===== src/hdl/fcdpr_pkg.sv =====
// Shared types, constants and helpers for the four-channel double-pulse release block.
// No dependencies; used by every other module in the block by scoped names.
`timescale 1ns / 1ps
`default_nettype none

package fcdpr_pkg;

    // Number of output channels and field widths.
    localparam int NUM_CH      = 4;
    localparam int TIME_W      = 32;
    localparam int INTERVAL_W  = 16;
    localparam int TRIG_W      = 8;
    localparam int NUM_REQ     = 8;

    // Register reset values.
    localparam logic [INTERVAL_W-1:0] OPEN_RESET  = 16'd100;
    localparam logic [INTERVAL_W-1:0] CLOSE_RESET = 16'd100;

    // Configuration register indexes.
    localparam logic CFG_OPEN_IDX  = 1'b0;
    localparam logic CFG_CLOSE_IDX = 1'b1;

    // Per-channel status handed from a channel sequencer to the top level.
    typedef struct packed {
        logic pin_next;   // level after the current tick
        logic busy_next;  // busy flag after the current tick
        logic pin_cur;    // level held before the current tick
    } chan_status_t;

    // One result transaction.
    typedef struct packed {
        logic [NUM_CH-1:0] pin_levels;
        logic [NUM_CH-1:0] busy_mask;
    } result_t;

    // Request bits in order: front, rear, left, right, ch1, ch2, ch3, ch4.
    // Returns the set of channels to arm; bit i is channel i+1.
    function automatic logic [NUM_CH-1:0] arm_mask(input logic [NUM_REQ-1:0] req);
        logic [NUM_CH-1:0] m;
        m = '0;
        if (req[0]) m = m | 4'b0011;
        if (req[1]) m = m | 4'b1100;
        if (req[2]) m = m | 4'b0101;
        if (req[3]) m = m | 4'b1010;
        if (req[4]) m = m | 4'b0001;
        if (req[5]) m = m | 4'b0010;
        if (req[6]) m = m | 4'b0100;
        if (req[7]) m = m | 4'b1000;
        return m;
    endfunction

endpackage

`default_nettype wire


===== src/hdl/fcdpr_channel.sv =====
// One channel's double-pulse sequencer: phase, phase start time and pin level.
// Depends on fcdpr_pkg for widths and the status struct.
`timescale 1ns / 1ps
`default_nettype none

module fcdpr_channel
(
    input  wire logic                                 clk,
    input  wire logic                                 rst_n,
    input  wire logic                                 tick,
    input  wire logic                                 arm,
    input  wire logic [fcdpr_pkg::TIME_W-1:0]         now_ms,
    input  wire logic [fcdpr_pkg::INTERVAL_W-1:0]     open_ms,
    input  wire logic [fcdpr_pkg::INTERVAL_W-1:0]     close_ms,
    output fcdpr_pkg::chan_status_t                   status
);

    typedef enum logic [2:0] {
        PH_IDLE  = 3'd0,
        PH_ARMED = 3'd1,
        PH_HIGH1 = 3'd2,
        PH_GAP   = 3'd3,
        PH_HIGH2 = 3'd4,
        PH_DONE  = 3'd5
    } phase_t;

    phase_t                          phase_reg, phase_next, phase_cur;
    logic [fcdpr_pkg::TIME_W-1:0]    start_reg, start_next;
    logic                            pin_reg, pin_next;
    logic [fcdpr_pkg::TIME_W-1:0]    elapsed;
    logic                            open_done, close_done;

    // Elapsed time wraps modulo 2^32; intervals are zero-extended for the compare.
    assign elapsed    = now_ms - start_reg;
    assign open_done  = elapsed >= {{(fcdpr_pkg::TIME_W-fcdpr_pkg::INTERVAL_W){1'b0}}, open_ms};
    assign close_done = elapsed >= {{(fcdpr_pkg::TIME_W-fcdpr_pkg::INTERVAL_W){1'b0}}, close_ms};

    // Arming restarts the channel from the armed phase, even mid-sequence.
    assign phase_cur = arm ? PH_ARMED : phase_reg;

    // Advance by at most one phase per enabled tick.
    always_comb
    begin
        phase_next = phase_reg;
        start_next = start_reg;
        pin_next   = pin_reg;
        if (tick)
        begin
            phase_next = phase_cur;
            case (phase_cur)
                PH_ARMED:
                begin
                    pin_next   = 1'b1;
                    phase_next = PH_HIGH1;
                    start_next = now_ms;
                end
                PH_HIGH1:
                begin
                    if (open_done)
                    begin
                        pin_next   = 1'b0;
                        phase_next = PH_GAP;
                        start_next = now_ms;
                    end
                end
                PH_GAP:
                begin
                    if (close_done)
                    begin
                        pin_next   = 1'b1;
                        phase_next = PH_HIGH2;
                        start_next = now_ms;
                    end
                end
                PH_HIGH2:
                begin
                    if (open_done)
                    begin
                        pin_next   = 1'b0;
                        phase_next = PH_DONE;
                    end
                end
                default:
                begin
                    phase_next = phase_cur;
                end
            endcase
        end
    end

    // State and pin register.
    always_ff @(posedge clk or negedge rst_n)
    begin
        if (!rst_n)
        begin
            phase_reg <= PH_IDLE;
            start_reg <= '0;
            pin_reg   <= 1'b0;
        end
        else
        begin
            phase_reg <= phase_next;
            start_reg <= start_next;
            pin_reg   <= pin_next;
        end
    end

    // Status after this tick; busy spans armed through the second high phase.
    assign status.pin_next  = pin_next;
    assign status.busy_next = (phase_next == PH_ARMED) || (phase_next == PH_HIGH1) ||
                              (phase_next == PH_GAP)   || (phase_next == PH_HIGH2);
    assign status.pin_cur   = pin_reg;

endmodule

`default_nettype wire


===== src/hdl/fcdpr_out_buf.sv =====
// Two-entry result buffer that decouples the result channel from the processing stage.
// Depends on fcdpr_pkg for the result struct.
`timescale 1ns / 1ps
`default_nettype none

module fcdpr_out_buf
(
    input  wire logic                 clk,
    input  wire logic                 rst_n,
    input  wire logic                 wr_en,
    input  wire fcdpr_pkg::result_t   wr_data,
    output logic                      has_room,
    output logic                      out_valid,
    input  wire logic                 out_ready,
    output fcdpr_pkg::result_t        rd_data,
    output logic [1:0]                count
);

    fcdpr_pkg::result_t  mem_reg [2];
    logic                wr_ptr_reg, wr_ptr_next;
    logic                rd_ptr_reg, rd_ptr_next;
    logic [1:0]          count_reg, count_next;
    logic                rd_en;

    assign rd_en     = out_valid && out_ready;
    assign has_room  = count_reg != 2'd2;
    assign out_valid = count_reg != 2'd0;
    assign rd_data   = mem_reg[rd_ptr_reg];
    assign count     = count_reg;

    // Pointer and occupancy update.
    always_comb
    begin
        wr_ptr_next = wr_en ? ~wr_ptr_reg : wr_ptr_reg;
        rd_ptr_next = rd_en ? ~rd_ptr_reg : rd_ptr_reg;
        count_next  = count_reg + {1'b0, wr_en} - {1'b0, rd_en};
    end

    always_ff @(posedge clk or negedge rst_n)
    begin
        if (!rst_n)
        begin
            wr_ptr_reg <= 1'b0;
            rd_ptr_reg <= 1'b0;
            count_reg  <= 2'd0;
        end
        else
        begin
            wr_ptr_reg <= wr_ptr_next;
            rd_ptr_reg <= rd_ptr_next;
            count_reg  <= count_next;
        end
    end

    // Result storage carries no reset.
    always_ff @(posedge clk)
    begin
        if (wr_en)
        begin
            mem_reg[wr_ptr_reg] <= wr_data;
        end
    end

endmodule

`default_nettype wire


===== src/hdl/four_channel_double_pulse_release.sv =====
// Top level of the four-channel double-pulse release sequencer.
// Depends on fcdpr_pkg, fcdpr_channel and fcdpr_out_buf.
//
//  Channel | Handshake              | Carries
//  --------+------------------------+---------------------------------------------
//  input   | in_valid / in_ready    | enable, eight request bits, trigger_seq, now_ms
//  result  | out_valid / out_ready  | pin_levels, busy_mask
//  config  | cfg_valid / cfg_ready  | cfg_index, cfg_data (open and close intervals)
//
// One transaction is accepted per cycle while the result buffer has room: it is captured
// in an input register, processed against the channel state once the buffer has room and
// written to a two-entry result buffer, so a result passes the input register and then
// the result buffer before out_valid shows it.
// The input register stalls only when the result buffer is full.
// Reset returns every channel to idle with its pin low and both intervals to 100 ms.
// Configuration writes are taken in every cycle.
`timescale 1ns / 1ps
`default_nettype none

module four_channel_double_pulse_release
(
    input  wire logic                                  clk,
    input  wire logic                                  rst_n,
    input  wire logic                                  in_valid,
    output logic                                       in_ready,
    input  wire logic                                  enable,
    input  wire logic                                  front_req,
    input  wire logic                                  rear_req,
    input  wire logic                                  left_req,
    input  wire logic                                  right_req,
    input  wire logic                                  ch1_req,
    input  wire logic                                  ch2_req,
    input  wire logic                                  ch3_req,
    input  wire logic                                  ch4_req,
    input  wire logic [fcdpr_pkg::TRIG_W-1:0]          trigger_seq,
    input  wire logic [fcdpr_pkg::TIME_W-1:0]          now_ms,
    output logic                                       out_valid,
    input  wire logic                                  out_ready,
    output logic [fcdpr_pkg::NUM_CH-1:0]               pin_levels,
    output logic [fcdpr_pkg::NUM_CH-1:0]               busy_mask,
    input  wire logic                                  cfg_valid,
    output logic                                       cfg_ready,
    input  wire logic                                  cfg_index,
    input  wire logic [fcdpr_pkg::INTERVAL_W-1:0]      cfg_data
);

    logic                                   s1_valid_reg;
    logic                                   s1_en_reg;
    logic [fcdpr_pkg::NUM_REQ-1:0]          s1_req_reg;
    logic [fcdpr_pkg::TRIG_W-1:0]           s1_trig_reg;
    logic [fcdpr_pkg::TIME_W-1:0]           s1_now_reg;
    logic                                   s1_fire;
    logic                                   in_fire;
    logic                                   buf_room;
    logic [1:0]                             buf_count;

    logic [fcdpr_pkg::TRIG_W-1:0]           last_trig_reg, last_trig_next;
    logic [fcdpr_pkg::INTERVAL_W-1:0]       open_reg, close_reg;
    logic                                   tick;
    logic                                   trig_changed;
    logic [fcdpr_pkg::NUM_CH-1:0]           arm;
    logic [fcdpr_pkg::NUM_CH-1:0]           pin_cur;
    fcdpr_pkg::chan_status_t                ch_status [fcdpr_pkg::NUM_CH];
    fcdpr_pkg::result_t                     result;
    fcdpr_pkg::result_t                     rd_data;

    // Input register handshake: refills whenever it is empty or being processed.
    assign s1_fire   = s1_valid_reg && buf_room;
    assign in_ready  = !s1_valid_reg || s1_fire;
    assign in_fire   = in_valid && in_ready;
    assign cfg_ready = 1'b1;

    always_ff @(posedge clk or negedge rst_n)
    begin
        if (!rst_n)
        begin
            s1_valid_reg <= 1'b0;
        end
        else if (in_ready)
        begin
            s1_valid_reg <= in_valid;
        end
    end

    // Input payload carries no reset.
    always_ff @(posedge clk)
    begin
        if (in_fire)
        begin
            s1_en_reg   <= enable;
            s1_req_reg  <= {ch4_req, ch3_req, ch2_req, ch1_req,
                            right_req, left_req, rear_req, front_req};
            s1_trig_reg <= trigger_seq;
            s1_now_reg  <= now_ms;
        end
    end

    // Configuration registers.
    always_ff @(posedge clk or negedge rst_n)
    begin
        if (!rst_n)
        begin
            open_reg  <= fcdpr_pkg::OPEN_RESET;
            close_reg <= fcdpr_pkg::CLOSE_RESET;
        end
        else if (cfg_valid && cfg_ready)
        begin
            case (cfg_index)
                fcdpr_pkg::CFG_OPEN_IDX:  open_reg  <= cfg_data;
                fcdpr_pkg::CFG_CLOSE_IDX: close_reg <= cfg_data;
                default:                  open_reg  <= open_reg;
            endcase
        end
    end

    // Trigger detection: on an enabled tick, a changed byte applies the request bits and is stored.
    assign tick           = s1_fire && s1_en_reg;
    assign trig_changed   = s1_trig_reg != last_trig_reg;
    assign arm            = (tick && trig_changed) ? fcdpr_pkg::arm_mask(s1_req_reg) : '0;
    assign last_trig_next = (tick && trig_changed) ? s1_trig_reg : last_trig_reg;

    always_ff @(posedge clk or negedge rst_n)
    begin
        if (!rst_n)
        begin
            last_trig_reg <= '0;
        end
        else
        begin
            last_trig_reg <= last_trig_next;
        end
    end

    // One sequencer per channel.
    for (genvar c = 0; c < fcdpr_pkg::NUM_CH; c++)
    begin : g_ch
        fcdpr_channel u_channel
        (
            .clk      (clk),
            .rst_n    (rst_n),
            .tick     (tick),
            .arm      (arm[c]),
            .now_ms   (s1_now_reg),
            .open_ms  (open_reg),
            .close_ms (close_reg),
            .status   (ch_status[c])
        );

        assign result.pin_levels[c] = ch_status[c].pin_next;
        assign result.busy_mask[c]  = ch_status[c].busy_next;
        assign pin_cur[c]           = ch_status[c].pin_cur;
    end

    // Result buffer.
    fcdpr_out_buf u_out_buf
    (
        .clk       (clk),
        .rst_n     (rst_n),
        .wr_en     (s1_fire),
        .wr_data   (result),
        .has_room  (buf_room),
        .out_valid (out_valid),
        .out_ready (out_ready),
        .rd_data   (rd_data),
        .count     (buf_count)
    );

    assign pin_levels = rd_data.pin_levels;
    assign busy_mask  = rd_data.busy_mask;

`ifndef SYNTHESIS
    // A pin is only ever high while its channel is busy.
    a_pin_implies_busy: assert property (@(posedge clk) disable iff (!rst_n)
        out_valid |-> ((pin_levels & ~busy_mask) == '0))
        else $error("pin high on a channel that is not busy");

    // A disabled tick leaves every pin and the stored trigger untouched.
    a_disabled_freezes: assert property (@(posedge clk) disable iff (!rst_n)
        (s1_fire && !s1_en_reg) |=> ($stable(pin_cur) && $stable(last_trig_reg)))
        else $error("state changed on a disabled tick");

    // The result buffer never holds more than two transactions.
    a_buf_bound: assert property (@(posedge clk) disable iff (!rst_n)
        (buf_count != 2'd3))
        else $error("result buffer overflow");

    // No processing while the result buffer is full.
    a_no_write_when_full: assert property (@(posedge clk) disable iff (!rst_n)
        (buf_count == 2'd2) |-> !s1_fire)
        else $error("result written into a full buffer");
`endif

endmodule

`default_nettype wire


===== config.mk =====
export PLATFORM = sky130hd
export DESIGN_NAME = four_channel_double_pulse_release
export DESIGN_NICKNAME = d
export VERILOG_FILES = /design/src/hdl/fcdpr_pkg.sv /design/src/hdl/fcdpr_channel.sv /design/src/hdl/fcdpr_out_buf.sv /design/src/hdl/four_channel_double_pulse_release.sv
export SDC_FILE = /design/constraint.sdc
export NUM_CORES = 1
export LEC_CHECK = 0
export BUFFER_PORTS_ARGS = -buffer_cell sky130_fd_sc_hd__buf_2
export CORE_MARGIN = 8
export CORE_UTILIZATION = 48
export DETAILED_ROUTE_END_ITERATION = 6
export GPL_TIMING_DRIVEN = 0
export SLEW_MARGIN = 30
export SYNTH_ARGS = -nofsm -noshare
export SYNTH_HDL_FRONTEND = slang
export SYNTH_SLANG_ARGS = --single-unit

===== constraint.sdc =====
create_clock -name clk -period 7.7 [get_ports clk]
set_input_delay 0 -clock clk [delete_from_list [all_inputs] [get_ports clk]]
set_output_delay 0 -clock clk [all_outputs]
set_load 0.01 [all_outputs]

# --- Yosys cells after proc, flatten, opt, wreduce, memory -nomap -nowiden ---
# Memories as Yosys holds them, arrays and structs flattened.
# Index checks and enable logic that the tools add are counted.
classes:
  addsub: 6
  n_lt_le_gt_ge: 8
  n_eq_ne: 42
  n_bitwise: 3
  muxes: 63
  n_reduce_logical: 34
ops:
  columns: ["cell", "n"]
  rows:
  - ["case mux 32 bit (3 select lines)", 4]
  - [">= comparator 32 x 16 -> 1 bit", 8]
  - ["2-to-1 mux 32 bit", 8]
  - ["subtractor 32 bit", 4]
  - ["2-to-1 mux 3 bit", 22]
  - ["== test 3 x 2 -> 1 bit (second input constant)", 16]
  - ["case mux 3 bit (4 select lines)", 4]
  - ["== test 3 x 1 -> 1 bit (second input constant)", 8]
  - ["== test 3 bit (second input constant)", 8]
  - ["2-to-1 mux 4 bit", 4]
  - ["inequality test 2 x 1 -> 1 bit (second input constant)", 8]
  - ["AND reduction 4 bit", 4]
  - ["2-to-1 mux 1 bit", 15]
  - ["logical OR 1 bit", 13]
  - ["case mux 1 bit (3 select lines)", 4]
  - ["nonzero test 3 bit", 4]
  - ["inequality test 8 bit", 1]
  - ["OR reduction 2 bit", 4]
  - ["logical AND 1 bit", 5]
  - ["2-to-1 mux 2 bit", 2]
  - ["AND reduction 2 bit", 2]
  - ["NOT 1 bit", 3]
  - ["adder 2 x 1 -> 2 bit", 1]
  - ["inequality test 2 bit (second input constant)", 1]
  - ["other kinds (3)", 3]
word_totals:
  memories: 1
  wordCells: 180
  out_inout_bits: 11
  register_bits: 238
  in_bits: 71
  ram_bits: 16
mem_list:
  columns: ["memory", "words", "word_bits", "rd", "rd_ports_with_merged_regs", "write_ports", "line", "source"]
  rows:
  - ["u_out_buf.mem_reg", 2, 8, 1, 0, 1, "fcdpr_out_buf.sv:19", "fcdpr_pkg::result_t mem_reg [2];"]

# --- Depth between registers and ports, before layout ---
# Gate-level depths: netlist of the first run.
depth:
  depth_word: 17
  ltp_mapped: 21
  ltp_nobuf: 20

# --- Cells and area by module ---
# Synthesis of the first run repeated with hierarchy kept, for this count alone.
unflattened:
  cells_unflattened: 2348
  area_unflattened_um2: 22372.7
by_module_without_submodules:
  columns: ["module", "n_inst", "seq_area_each_um2", "cells_per_inst", "area_per_inst_um2"]
  rows:
  - ["fcdpr_channel (g_ch[2].u_channel ...)", 2, 900.9, 531, 4633.2]
  - ["fcdpr_channel (g_ch[1].u_channel)", 1, 900.9, 558, 4624.4]
  - ["fcdpr_channel (g_ch[0].u_channel)", 1, 900.9, 528, 4490.6]
  - ["four_channel_double_pulse_release", 1, 2504.9, 158, 3180.6]
  - ["fcdpr_out_buf", 1, 580.6, 42, 810.8]

# --- Worst setup path before layout of the first run ---
# OpenSTA, ideal clock, no wires.
synth_timing:
  path_type: "reg2reg"
  start: "register s1_now_reg[0] in the netlist's numbering"
  end: "register g_ch[3].u_channel.start_reg[18] in the netlist's numbering"
  required_ps: 7572
  setup_slack_ps: 3300
  setup_ps: 128
  path_buffers: 1
  period_less_slack_ps: 4400
  arrival_time_ps: 4272
  path_stages_with_launch: 22
  cell_sequence: "edfxtp_1 > inv_1 > ha_1 > fa_1 > nor2b_1 > o2111ai_1 > a21boi_1 > a41oi_1 > nor2_1 > nor2_1 > xnor2_1 > ha_1 > and4_1 > a21oi_1 > nand2_1 > a21oi_1 > nand4_1 > nor4_4 > nor4_2 > o31ai_4 > buf_6 > mux2_1"
synth_via:
  elab_chain_cells: 4
  elab_cells_between_ends: 6
  classes_between: "add/sub: 1; order compare: 2; eq/ne: 2; reduce/logical: 1"
synth_rtl:
  columns: ["item", "line", "source"]
  rows:
  - ["from (decl)", "four_channel_double_pulse_release.sv:51", "logic [fcdpr_pkg::TIME_W-1:0] s1_now_reg;"]
  - ["from (signal assigned)", "four_channel_double_pulse_release.sv:94", "s1_now_reg <= now_ms;"]
  - ["subtractor 32 bit (*)", "fcdpr_channel.sv:34", "assign elapsed = now_ms - start_reg;"]
  - [">= comparator 32 x 16 -> 1 bit (on tied branches)", "fcdpr_channel.sv:36, fcdpr_channel.sv:35", null]
  - ["inequality test 2 x 1 -> 1 bit (no source line)", null, null]
  - ["AND reduction 4 bit (no source line) (*)", null, null]
  - ["to (signal assigned)", "fcdpr_channel.sv:103", "start_reg <= start_next;"]
  - ["to (decl)", "fcdpr_channel.sv:28", "logic [fcdpr_pkg::TIME_W-1:0] start_reg, start_next;"]
# Every way passes the cells marked *; elsewhere a longest branch is shown, timed or not.
# A chain may end at the register's enable or synchronous reset.

# --- Final worst setup path of the first run ---
layout_timing:
  start: "register s1_now_reg[1] in the netlist's numbering"
  end: "register g_ch[3].u_channel.start_reg[8] in the netlist's numbering"
# Same word-level chain as after synthesis.

==> results of run 1 <==
==> Yosys cell counts (all sizes together) (9+ instances only) <==
cell type	count	area (um^2)
xor2	44	385
nor2	121	454
a31oi	13	81.3
buf	25	171
ha	254	3180
o21ai	140	704
a211oi	28	210
a21oi	198	1020
dfrtp	183	4580
nand2b	27	169
or3	12	75.1
nand3	29	145
and3	14	87.6
edfxtp	65	1950
o211ai	32	245
a21o	67	503
nor3	32	160
a221oi	9	85.1
nand2	153	577
o21a	21	158
nor4	16	128
clkbuf	49	184
a211o	9	80.1
nor2b	28	175
xnor2	61	534
inv	194	728
o31ai	11	96.3
mux2i	14	140
mux2	158	1990
nand4	43	269
or4	9	71.3
o21bai	17	128
==> power breakdown <==
group | total [W] | internal [W] | switching (W)
sequential | 0.00226 | 0.00194 | 0.000320
combinational | 0.00832 | 0.00338 | 0.00495
clock | 0.00156 | 0.000930 | 0.000635
==> path summary, 6_finish.rpt <==
path / cells past startpoint / slack (ns) / end / start
worst max register to register: 20 / 1.94 / g_ch[3].u_channel.start_reg[8] / s1_now_reg[1]
worst min register to register: 1 / 0.49 / g_ch[0].u_channel.start_reg[2] / g_ch[0].u_channel.start_reg[2]
min in group asynchronous: 3 / 0.52 / open_reg[8] / rst_n
worst min-delay path: 2 / 0.15 / s1_now_reg[15] / now_ms[15]
max in group asynchronous: 4 / 6.06 / close_reg[7] / rst_n
worst max-delay path: 20 / 1.94 / g_ch[3].u_channel.start_reg[8] / s1_now_reg[1]
==> routing by layer <==
| metal | wire [um] | global-route usage |
|---|---|---|
| met1 | 27100 | 0.308 |
| met2 | 27700 | 0.401 |
| met3 | 2680 | 0.0368 |
| met4 | 1780 | 0.0752 |
| met5 | 0 | 0 |
==> metrics by stage <==
stage	util	power, W	hold WS, ns
3_3_place_gp	0.510	0.0102	0.176
3_5_place_dp	0.513	0.0105	-0.0174
4_1_cts	0.556	0.0121	0.126
5_1_grt	0.556	0.0133	0.133
2_1_floorplan	-	0.00817	-0.296
6_report	0.556	0.0121	0.151
==> critical path, stage by stage (launching register included) <==
cell	delay, ns
sky130_fd_sc_hd__edfxtp_1	0.48
sky130_fd_sc_hd__inv_1	0.27
sky130_fd_sc_hd__fa_1	0.52
sky130_fd_sc_hd__nor2b_1	0.18
sky130_fd_sc_hd__o2111ai_1	0.22
sky130_fd_sc_hd__a21boi_1	0.50
sky130_fd_sc_hd__a41oi_1	0.24
sky130_fd_sc_hd__nor2_1	0.18
sky130_fd_sc_hd__nor2_1	0.07
sky130_fd_sc_hd__xnor2_1	0.29
sky130_fd_sc_hd__ha_1	0.31
sky130_fd_sc_hd__and4_1	0.18
sky130_fd_sc_hd__a21oi_1	0.14
sky130_fd_sc_hd__nand2_1	0.07
sky130_fd_sc_hd__a21oi_1	0.25
sky130_fd_sc_hd__nand4_1	0.19
sky130_fd_sc_hd__nor4_4	0.33
sky130_fd_sc_hd__nor4_2	0.12
sky130_fd_sc_hd__o31ai_4	0.47
sky130_fd_sc_hd__buf_6	0.28
sky130_fd_sc_hd__mux2_1	0.34
==> final cells by class <==
class                   count  area (um^2)
inverters                 194          728
multi-input cells        1685        13000
plain buffers              74          355
well taps                 585          732
fillers                  3864        19100
clock buffers              48         1020
repair buffers            157         1230
clock inverters            15          104
flip-flops and latches    254         6690
==> cell families (layout without fill, tap and decap cells) <==
family | Yosys count | count (layout) | share of synthesized area
flip-flops | 254 | 254 | 0.323
XOR/XNOR | 105 | 105 | 0.0444
AO/OA/AOI/OAI | 631 | 631 | 0.197
adder cells (fa/ha/maj) | 259 | 259 | 0.158
multiplexers | 172 | 172 | 0.103
buffers and inverters | 268 | 488 | 0.0523
AND/OR/NAND/NOR | 517 | 517 | 0.124
other | 1 | 1 | 0.000181
==> what timing repair did <==
| item | 4_1_cts | 5_1_grt |
|---|---|---|
| hold buffers | 72 | 0 |
| hold endpoints to repair | 223 | 0 |
| endpoints found under the setup margin | 0 | 0 |
==> impl_metrics.prom, run 1 <==
# TYPE chip_impl_metric gauge
chip_impl_info{name="outcome",value="finished clean"} 1
chip_impl_metric{name="ioPinCount",unit=""} 82
chip_impl_metric{name="count_of_flip_flops_with_a_built_in_enable_after_synthesis",unit=""} 65
chip_impl_metric{name="antenna_cells",unit=""} 0
chip_impl_metric{name="post_route_cells_drive_above_1_share",unit=""} 0.147
chip_impl_metric{name="postSynthAreaPerCell",unit="um^2"} 9.39
chip_impl_metric{name="grt_antenna_before_repair",unit=""} 0
chip_impl_metric{name="cts-buffers-inserted",unit=""} 35
chip_impl_metric{name="routed_wl",unit="mm"} 59.4
chip_impl_info{name="rsz0062_at_grt",value="false"} 1
chip_impl_metric{name="fin_area",unit="um^2"} 23800
chip_impl_metric{name="worst_clock_skew",unit="ns"} 0.0227
chip_impl_metric{name="timing.final.max_slew_violations",unit=""} 0
chip_impl_metric{name="gp_congestion",unit=""} 0.935
chip_impl_metric{name="pre_cts_ws",unit="ns"} 1.96
chip_impl_info{name="mostFrequentLayoutCell",value="sky130_fd_sc_hd__ha_1"} 1
chip_impl_metric{name="die-area",unit="um^2"} 50100
chip_impl_info{name="synth_ff_type",value="sky130_fd_sc_hd__dfrtp_1"} 1
chip_impl_metric{name="global_route_wire_length_before_repair",unit="mm"} 94.3
chip_impl_metric{name="cts.reportedPaths.clkPinSlew",unit="ns"} 0.05
chip_impl_info{name="hold_path_class",value="input pin to flop"} 1
chip_impl_info{name="clock_tree_from_tritoncts",value="done"} 1
chip_impl_metric{name="drv_cap",unit=""} 0
chip_impl_metric{name="total_routing_usage_reported_by_global_routing",unit=""} 0.237
chip_impl_metric{name="clock.fmax",unit="MHz"} 174
chip_impl_metric{name="place_area",unit="um^2"} 22000
chip_impl_metric{name="netlist-cell-type-count",unit=""} 97
chip_impl_metric{name="fin_tns_setup",unit="ns"} 0
chip_impl_metric{name="fp.dieW",unit="um"} 224
chip_impl_metric{name="die_height",unit="um"} 224
chip_impl_metric{name="synth.yosys.warnings",unit=""} 0
chip_impl_metric{name="synthesis.nets",unit=""} 2536
chip_impl_metric{name="timing_worst_slew_pin_value",unit="ns"} 0.944
chip_impl_metric{name="ys_async_sr_fraction",unit=""} 0.744
chip_impl_metric{name="synth-seq-area-share",unit=""} 0.323
chip_impl_metric{name="dr.pass1.iters",unit=""} 5
chip_impl_metric{name="timing.max_slew.rel_slack",unit=""} 0.365
chip_impl_metric{name="cts.sink_count",unit=""} 254
chip_impl_metric{name="design.final.nets",unit=""} 2730
chip_impl_metric{name="initial_standard_cell_utilization_of_the_core",unit=""} 0.483
chip_impl_metric{name="dp.cells",unit=""} 2877
chip_impl_metric{name="largest_register_ff_count",unit=""} 128
chip_impl_metric{name="detail_route.wl_per_cell",unit="um"} 19.7
chip_impl_metric{name="vias_per_cell",unit=""} 5.74
chip_impl_metric{name="period_share",unit=""} 0.748
chip_impl_metric{name="port_buffers",unit=""} 80
chip_impl_metric{name="final_cell_count_no_fill",unit=""} 3012
chip_impl_metric{name="setup_viol",unit=""} 0
chip_impl_metric{name="static-leakage-power",unit="nW"} 10.8
chip_impl_metric{name="congestion_overflow_gr",unit=""} 0
chip_impl_metric{name="insertion_delay",unit="ns"} 0.55
chip_impl_info{name="nature_of_the_critical_path_endpoint",value="flop"} 1
chip_impl_info{name="cp-start-kind",value="flop"} 1
chip_impl_metric{name="synthesized_area",unit="um^2"} 20700
chip_impl_metric{name="postLayoutSetupSlackWorst",unit="ns"} 1.94
chip_impl_info{name="clk_root_buffer_cell",value="sky130_fd_sc_hd__clkbuf_16"} 1
chip_impl_metric{name="post_cts_repair_resize_count",unit=""} 0
chip_impl_metric{name="ctsLongestPathBuffers",unit=""} 3
chip_impl_metric{name="dpl.hpwl",unit="mm"} 47.4
chip_impl_metric{name="cts.htree.levels",unit=""} 2
chip_impl_info{name="worstSetupPathType",value="flop to flop"} 1
chip_impl_metric{name="yosys_register_bits",unit=""} 254
chip_impl_metric{name="pin_count_of_the_biggest_net_entering_global_routing",unit=""} 69
chip_impl_metric{name="floorplan.core_area",unit="um^2"} 42900
chip_impl_metric{name="critical_path_required",unit="ns"} 8.12
chip_impl_metric{name="final_hold_viol_count",unit=""} 0
chip_impl_metric{name="first_global_vias",unit=""} 17700
chip_impl_metric{name="vdd.ir_drop.worst",unit="mV"} 0.240
chip_impl_metric{name="std_cell_rows",unit=""} 76
chip_impl_metric{name="netlist_instances",unit=""} 2207
chip_impl_metric{name="period_needed",unit="ns"} 5.76
chip_impl_metric{name="path_max_fanout",unit=""} 10
chip_impl_metric{name="drtIter0Drc",unit=""} 1131
chip_impl_metric{name="remaining_drc_errors",unit=""} 0
chip_impl_metric{name="route.antenna.remaining_nets",unit=""} 0
chip_impl_metric{name="power_density",unit="nW/um^2"} 510
chip_impl_metric{name="crit_arrival",unit="ns"} 6.18
chip_impl_metric{name="area_growth",unit="%"} 15.0
chip_impl_metric{name="detailroute.via_count",unit=""} 17300
chip_impl_info{name="layout_common_cells",value="sky130_fd_sc_hd__ha_1 (254), sky130_fd_sc_hd__inv_1 (194), sky130_fd_sc_hd__a21oi_1 (191)"} 1
chip_impl_metric{name="cts_post_setup_buffers_inserted",unit=""} 0
No activity file was read; power rests on OpenSTA's default activity.
==> inputs of run 2 (changes only) <==
PLACE_DENSITY = 0.67   (was default)
clock period = 5 ns   (was 7.7 ns; I/O delays follow)
==> run 2 against run 1 <==
- sequential share of layout area is 1.3 points lower
- sequential cell count stayed put
- cell count up 1.9%
- non-clock buffer count up 63
- critical endpoint is now g_ch[1].u_channel.start_reg[25]
- cell area rose by 5.0%
- critical path type unchanged
- utilization rose by 2.8 points
- maximum frequency rose by 16%
==> impl_metrics.prom, run 2 (synthesis gave the netlist of run 1 again) <==
# TYPE chip_impl_metric gauge
chip_impl_metric{name="routed_wl",unit="mm"} 61.0
chip_impl_metric{name="std_cell_rows",unit=""} 76
chip_impl_info{name="rr_startpoint",value="s1_now_reg[1]"} 1
chip_impl_info{name="layout_common_cells",value="sky130_fd_sc_hd__ha_1 (248), sky130_fd_sc_hd__inv_1 (192), sky130_fd_sc_hd__dfrtp_1 (183)"} 1
chip_impl_metric{name="area_growth",unit="%"} 20.7
chip_impl_info{name="nature_of_the_critical_path_endpoint",value="flop"} 1
chip_impl_metric{name="remaining_drc_errors",unit=""} 0
chip_impl_metric{name="hold-path-cell-count",unit=""} 2
chip_impl_metric{name="congestion_overflow_gr",unit=""} 0
chip_impl_metric{name="initial_standard_cell_utilization_of_the_core",unit=""} 0.483
chip_impl_metric{name="cts.reportedPaths.clkPinSlew",unit="ns"} 0.06
chip_impl_info{name="outcome",value="finished clean"} 1
chip_impl_metric{name="die-area",unit="um^2"} 50100
chip_impl_metric{name="antenna_cells",unit=""} 0
chip_impl_metric{name="insertion_delay",unit="ns"} 0.58
chip_impl_metric{name="first_global_vias",unit=""} 17500
chip_impl_info{name="clock_tree_from_tritoncts",value="done"} 1
chip_impl_info{name="worstSetupPathType",value="flop to flop"} 1
chip_impl_metric{name="global_route_wire_length_before_repair",unit="mm"} 95.2
chip_impl_metric{name="largest_register_ff_count",unit=""} 128
chip_impl_info{name="setup.worst_path.end",value="g_ch[1].u_channel.start_reg[25]"} 1
chip_impl_metric{name="route.antenna.remaining_nets",unit=""} 0
chip_impl_metric{name="timing.final.max_slew_violations",unit=""} 0
chip_impl_metric{name="period_share",unit=""} 0.990
chip_impl_metric{name="fill_cells",unit=""} 3700
chip_impl_metric{name="path_max_fanout",unit=""} 6
chip_impl_metric{name="worst_r2r_path_depth",unit=""} 21
chip_impl_metric{name="port_buffers",unit=""} 80
chip_impl_metric{name="crit_arrival",unit="ns"} 5.41
chip_impl_info{name="rsz0062_at_grt",value="true"} 1
chip_impl_metric{name="r2r_slack",unit="ns"} 0.05
chip_impl_metric{name="cts-buffers-inserted",unit=""} 31
chip_impl_metric{name="grt_antenna_before_repair",unit=""} 1
chip_impl_metric{name="clock.fmax",unit="MHz"} 202
chip_impl_metric{name="timing_worst_slew_pin_value",unit="ns"} 0.793
chip_impl_metric{name="vias_per_cell",unit=""} 5.76
chip_impl_info{name="cp-start-kind",value="flop"} 1
chip_impl_metric{name="gp_congestion",unit=""} 0.954
chip_impl_metric{name="ioPinCount",unit=""} 82
chip_impl_metric{name="total_routing_usage_reported_by_global_routing",unit=""} 0.236
chip_impl_metric{name="drv_cap",unit=""} 0
chip_impl_metric{name="floorplan.core_area",unit="um^2"} 42900
chip_impl_metric{name="die_height",unit="um"} 224
chip_impl_metric{name="worst_clock_skew",unit="ns"} 0.0123
chip_impl_metric{name="period_needed",unit="ns"} 4.95
chip_impl_info{name="hold_path_class",value="input pin to flop"} 1
chip_impl_metric{name="final_cell_count_no_fill",unit=""} 3069
chip_impl_metric{name="dp.cells",unit=""} 2877
chip_impl_metric{name="detail_route.wl_per_cell",unit="um"} 19.9
chip_impl_metric{name="dr.pass1.iters",unit=""} 7
chip_impl_metric{name="timing.max_slew.rel_slack",unit=""} 0.468
chip_impl_metric{name="cts.sink_count",unit=""} 254
chip_impl_metric{name="drtIter0Drc",unit=""} 1214
chip_impl_metric{name="final_hold_viol_count",unit=""} 0
chip_impl_info{name="crit_start",value="s1_now_reg[1]"} 1
chip_impl_metric{name="post_route_cells_drive_above_1_share",unit=""} 0.203
chip_impl_metric{name="design.final.nets",unit=""} 2789
chip_impl_metric{name="fp.dieW",unit="um"} 224
chip_impl_metric{name="critical_path_required",unit="ns"} 5.46
chip_impl_metric{name="dpl.hpwl",unit="mm"} 46.8
chip_impl_info{name="clk_root_buffer_cell",value="sky130_fd_sc_hd__clkbuf_16"} 1
chip_impl_metric{name="pin_count_of_the_biggest_net_entering_global_routing",unit=""} 83
chip_impl_metric{name="ctsLongestPathBuffers",unit=""} 3
chip_impl_info{name="rr_endpoint",value="g_ch[1].u_channel.start_reg[25]"} 1
chip_impl_info{name="mostFrequentLayoutCell",value="sky130_fd_sc_hd__ha_1"} 1
chip_impl_metric{name="detailroute.via_count",unit=""} 17700
chip_impl_metric{name="cts.htree.levels",unit=""} 1
chip_impl_metric{name="setup_viol",unit=""} 0
-- run 2: layout make-up --
| class | count | area [um^2] | area share |
|---|---|---|---|
| multi-input combinational | 1685 | 13600 | 0.542 |
| clock inverter | 24 | 303 | 0.0121 |
| timing repair buffer | 221 | 1800 | 0.0718 |
| sequential | 254 | 6690 | 0.267 |
| buffer | 73 | 419 | 0.0168 |
| clock buffer | 33 | 793 | 0.0317 |
| tap | 585 | 732 | 0.0292 |
| inverter | 194 | 732 | 0.0292 |
-- run 2: per-layer routing --
layer  global-route usage  part of all wire
met1                0.318              0.45
met4               0.0656             0.028
met3               0.0247             0.044
met2                0.401              0.47
met5                    0                 0
-- run 2: critical path: stages, from the launching register on --
cell and delay (ns):
sky130_fd_sc_hd__edfxtp_1 0.47, sky130_fd_sc_hd__ha_1 0.33, sky130_fd_sc_hd__nor2b_4 0.14, sky130_fd_sc_hd__o211ai_1 0.16, sky130_fd_sc_hd__a311oi_2 0.44, sky130_fd_sc_hd__nand2b_4 0.23, sky130_fd_sc_hd__a41oi_4 0.09, sky130_fd_sc_hd__o21bai_1 0.22
sky130_fd_sc_hd__a21oi_2 0.10, sky130_fd_sc_hd__xnor2_2 0.33, sky130_fd_sc_hd__ha_1 0.32, sky130_fd_sc_hd__a21o_1 0.18, sky130_fd_sc_hd__a21o_1 0.18, sky130_fd_sc_hd__a21oi_2 0.17, sky130_fd_sc_hd__o21ai_1 0.11, sky130_fd_sc_hd__a21oi_2 0.23
sky130_fd_sc_hd__mux2i_1 0.12, sky130_fd_sc_hd__nor3_1 0.18, sky130_fd_sc_hd__a211o_2 0.18, sky130_fd_sc_hd__buf_12 0.15, sky130_fd_sc_hd__clkbuf_16 0.18, sky130_fd_sc_hd__mux2_2 0.33
-- run 2: how the worst min path moves through the flow --
stage | start | endpoint | slack, ns
3_5_place_dp | rst_n | g_ch[0].u_channel.start_reg[3] | -0.10
3_3_place_gp | now_ms[0] | s1_now_reg[0] | 0.18
2_1_floorplan | rst_n | close_reg[0] | -0.30
4_1_cts | trigger_seq[5] | s1_trig_reg[5] | 0.09
5_1_grt | trigger_seq[5] | s1_trig_reg[5] | 0.10
6_report | trigger_seq[5] | s1_trig_reg[5] | 0.13
-- run 2: per-stage QoR --
step	setup TNS [ns]	setup WS, ns	area (um^2)	hold WS [ns]	util
detailed placement	-61.43	-0.806	22000	-0.102	0.513
global placement	-90.88	-1.29	21900	0.176	0.510
floorplan	0	0.600	20700	-0.296	-
finish	0	0.0500	25000	0.127	0.583
CTS	-0.0185	-0.00994	24300	0.0872	0.567
global route	-1.86	-0.0732	25000	0.104	0.583
-- run 2: what timing repair did --
action / 4_1_cts / 5_1_grt
buffers inserted: 24 / 34
resized for setup: 54 / 86
setup endpoints to repair: 145 / 144
pin swaps: 8 / 41
hold buffers: 76 / 0
endpoints found under the hold margin: 200 / 0
cloned: 0 / 2
Power of run 2 is not shown: default switching activity piles up to over one toggle a cycle in this logic, so the estimate is an artifact.
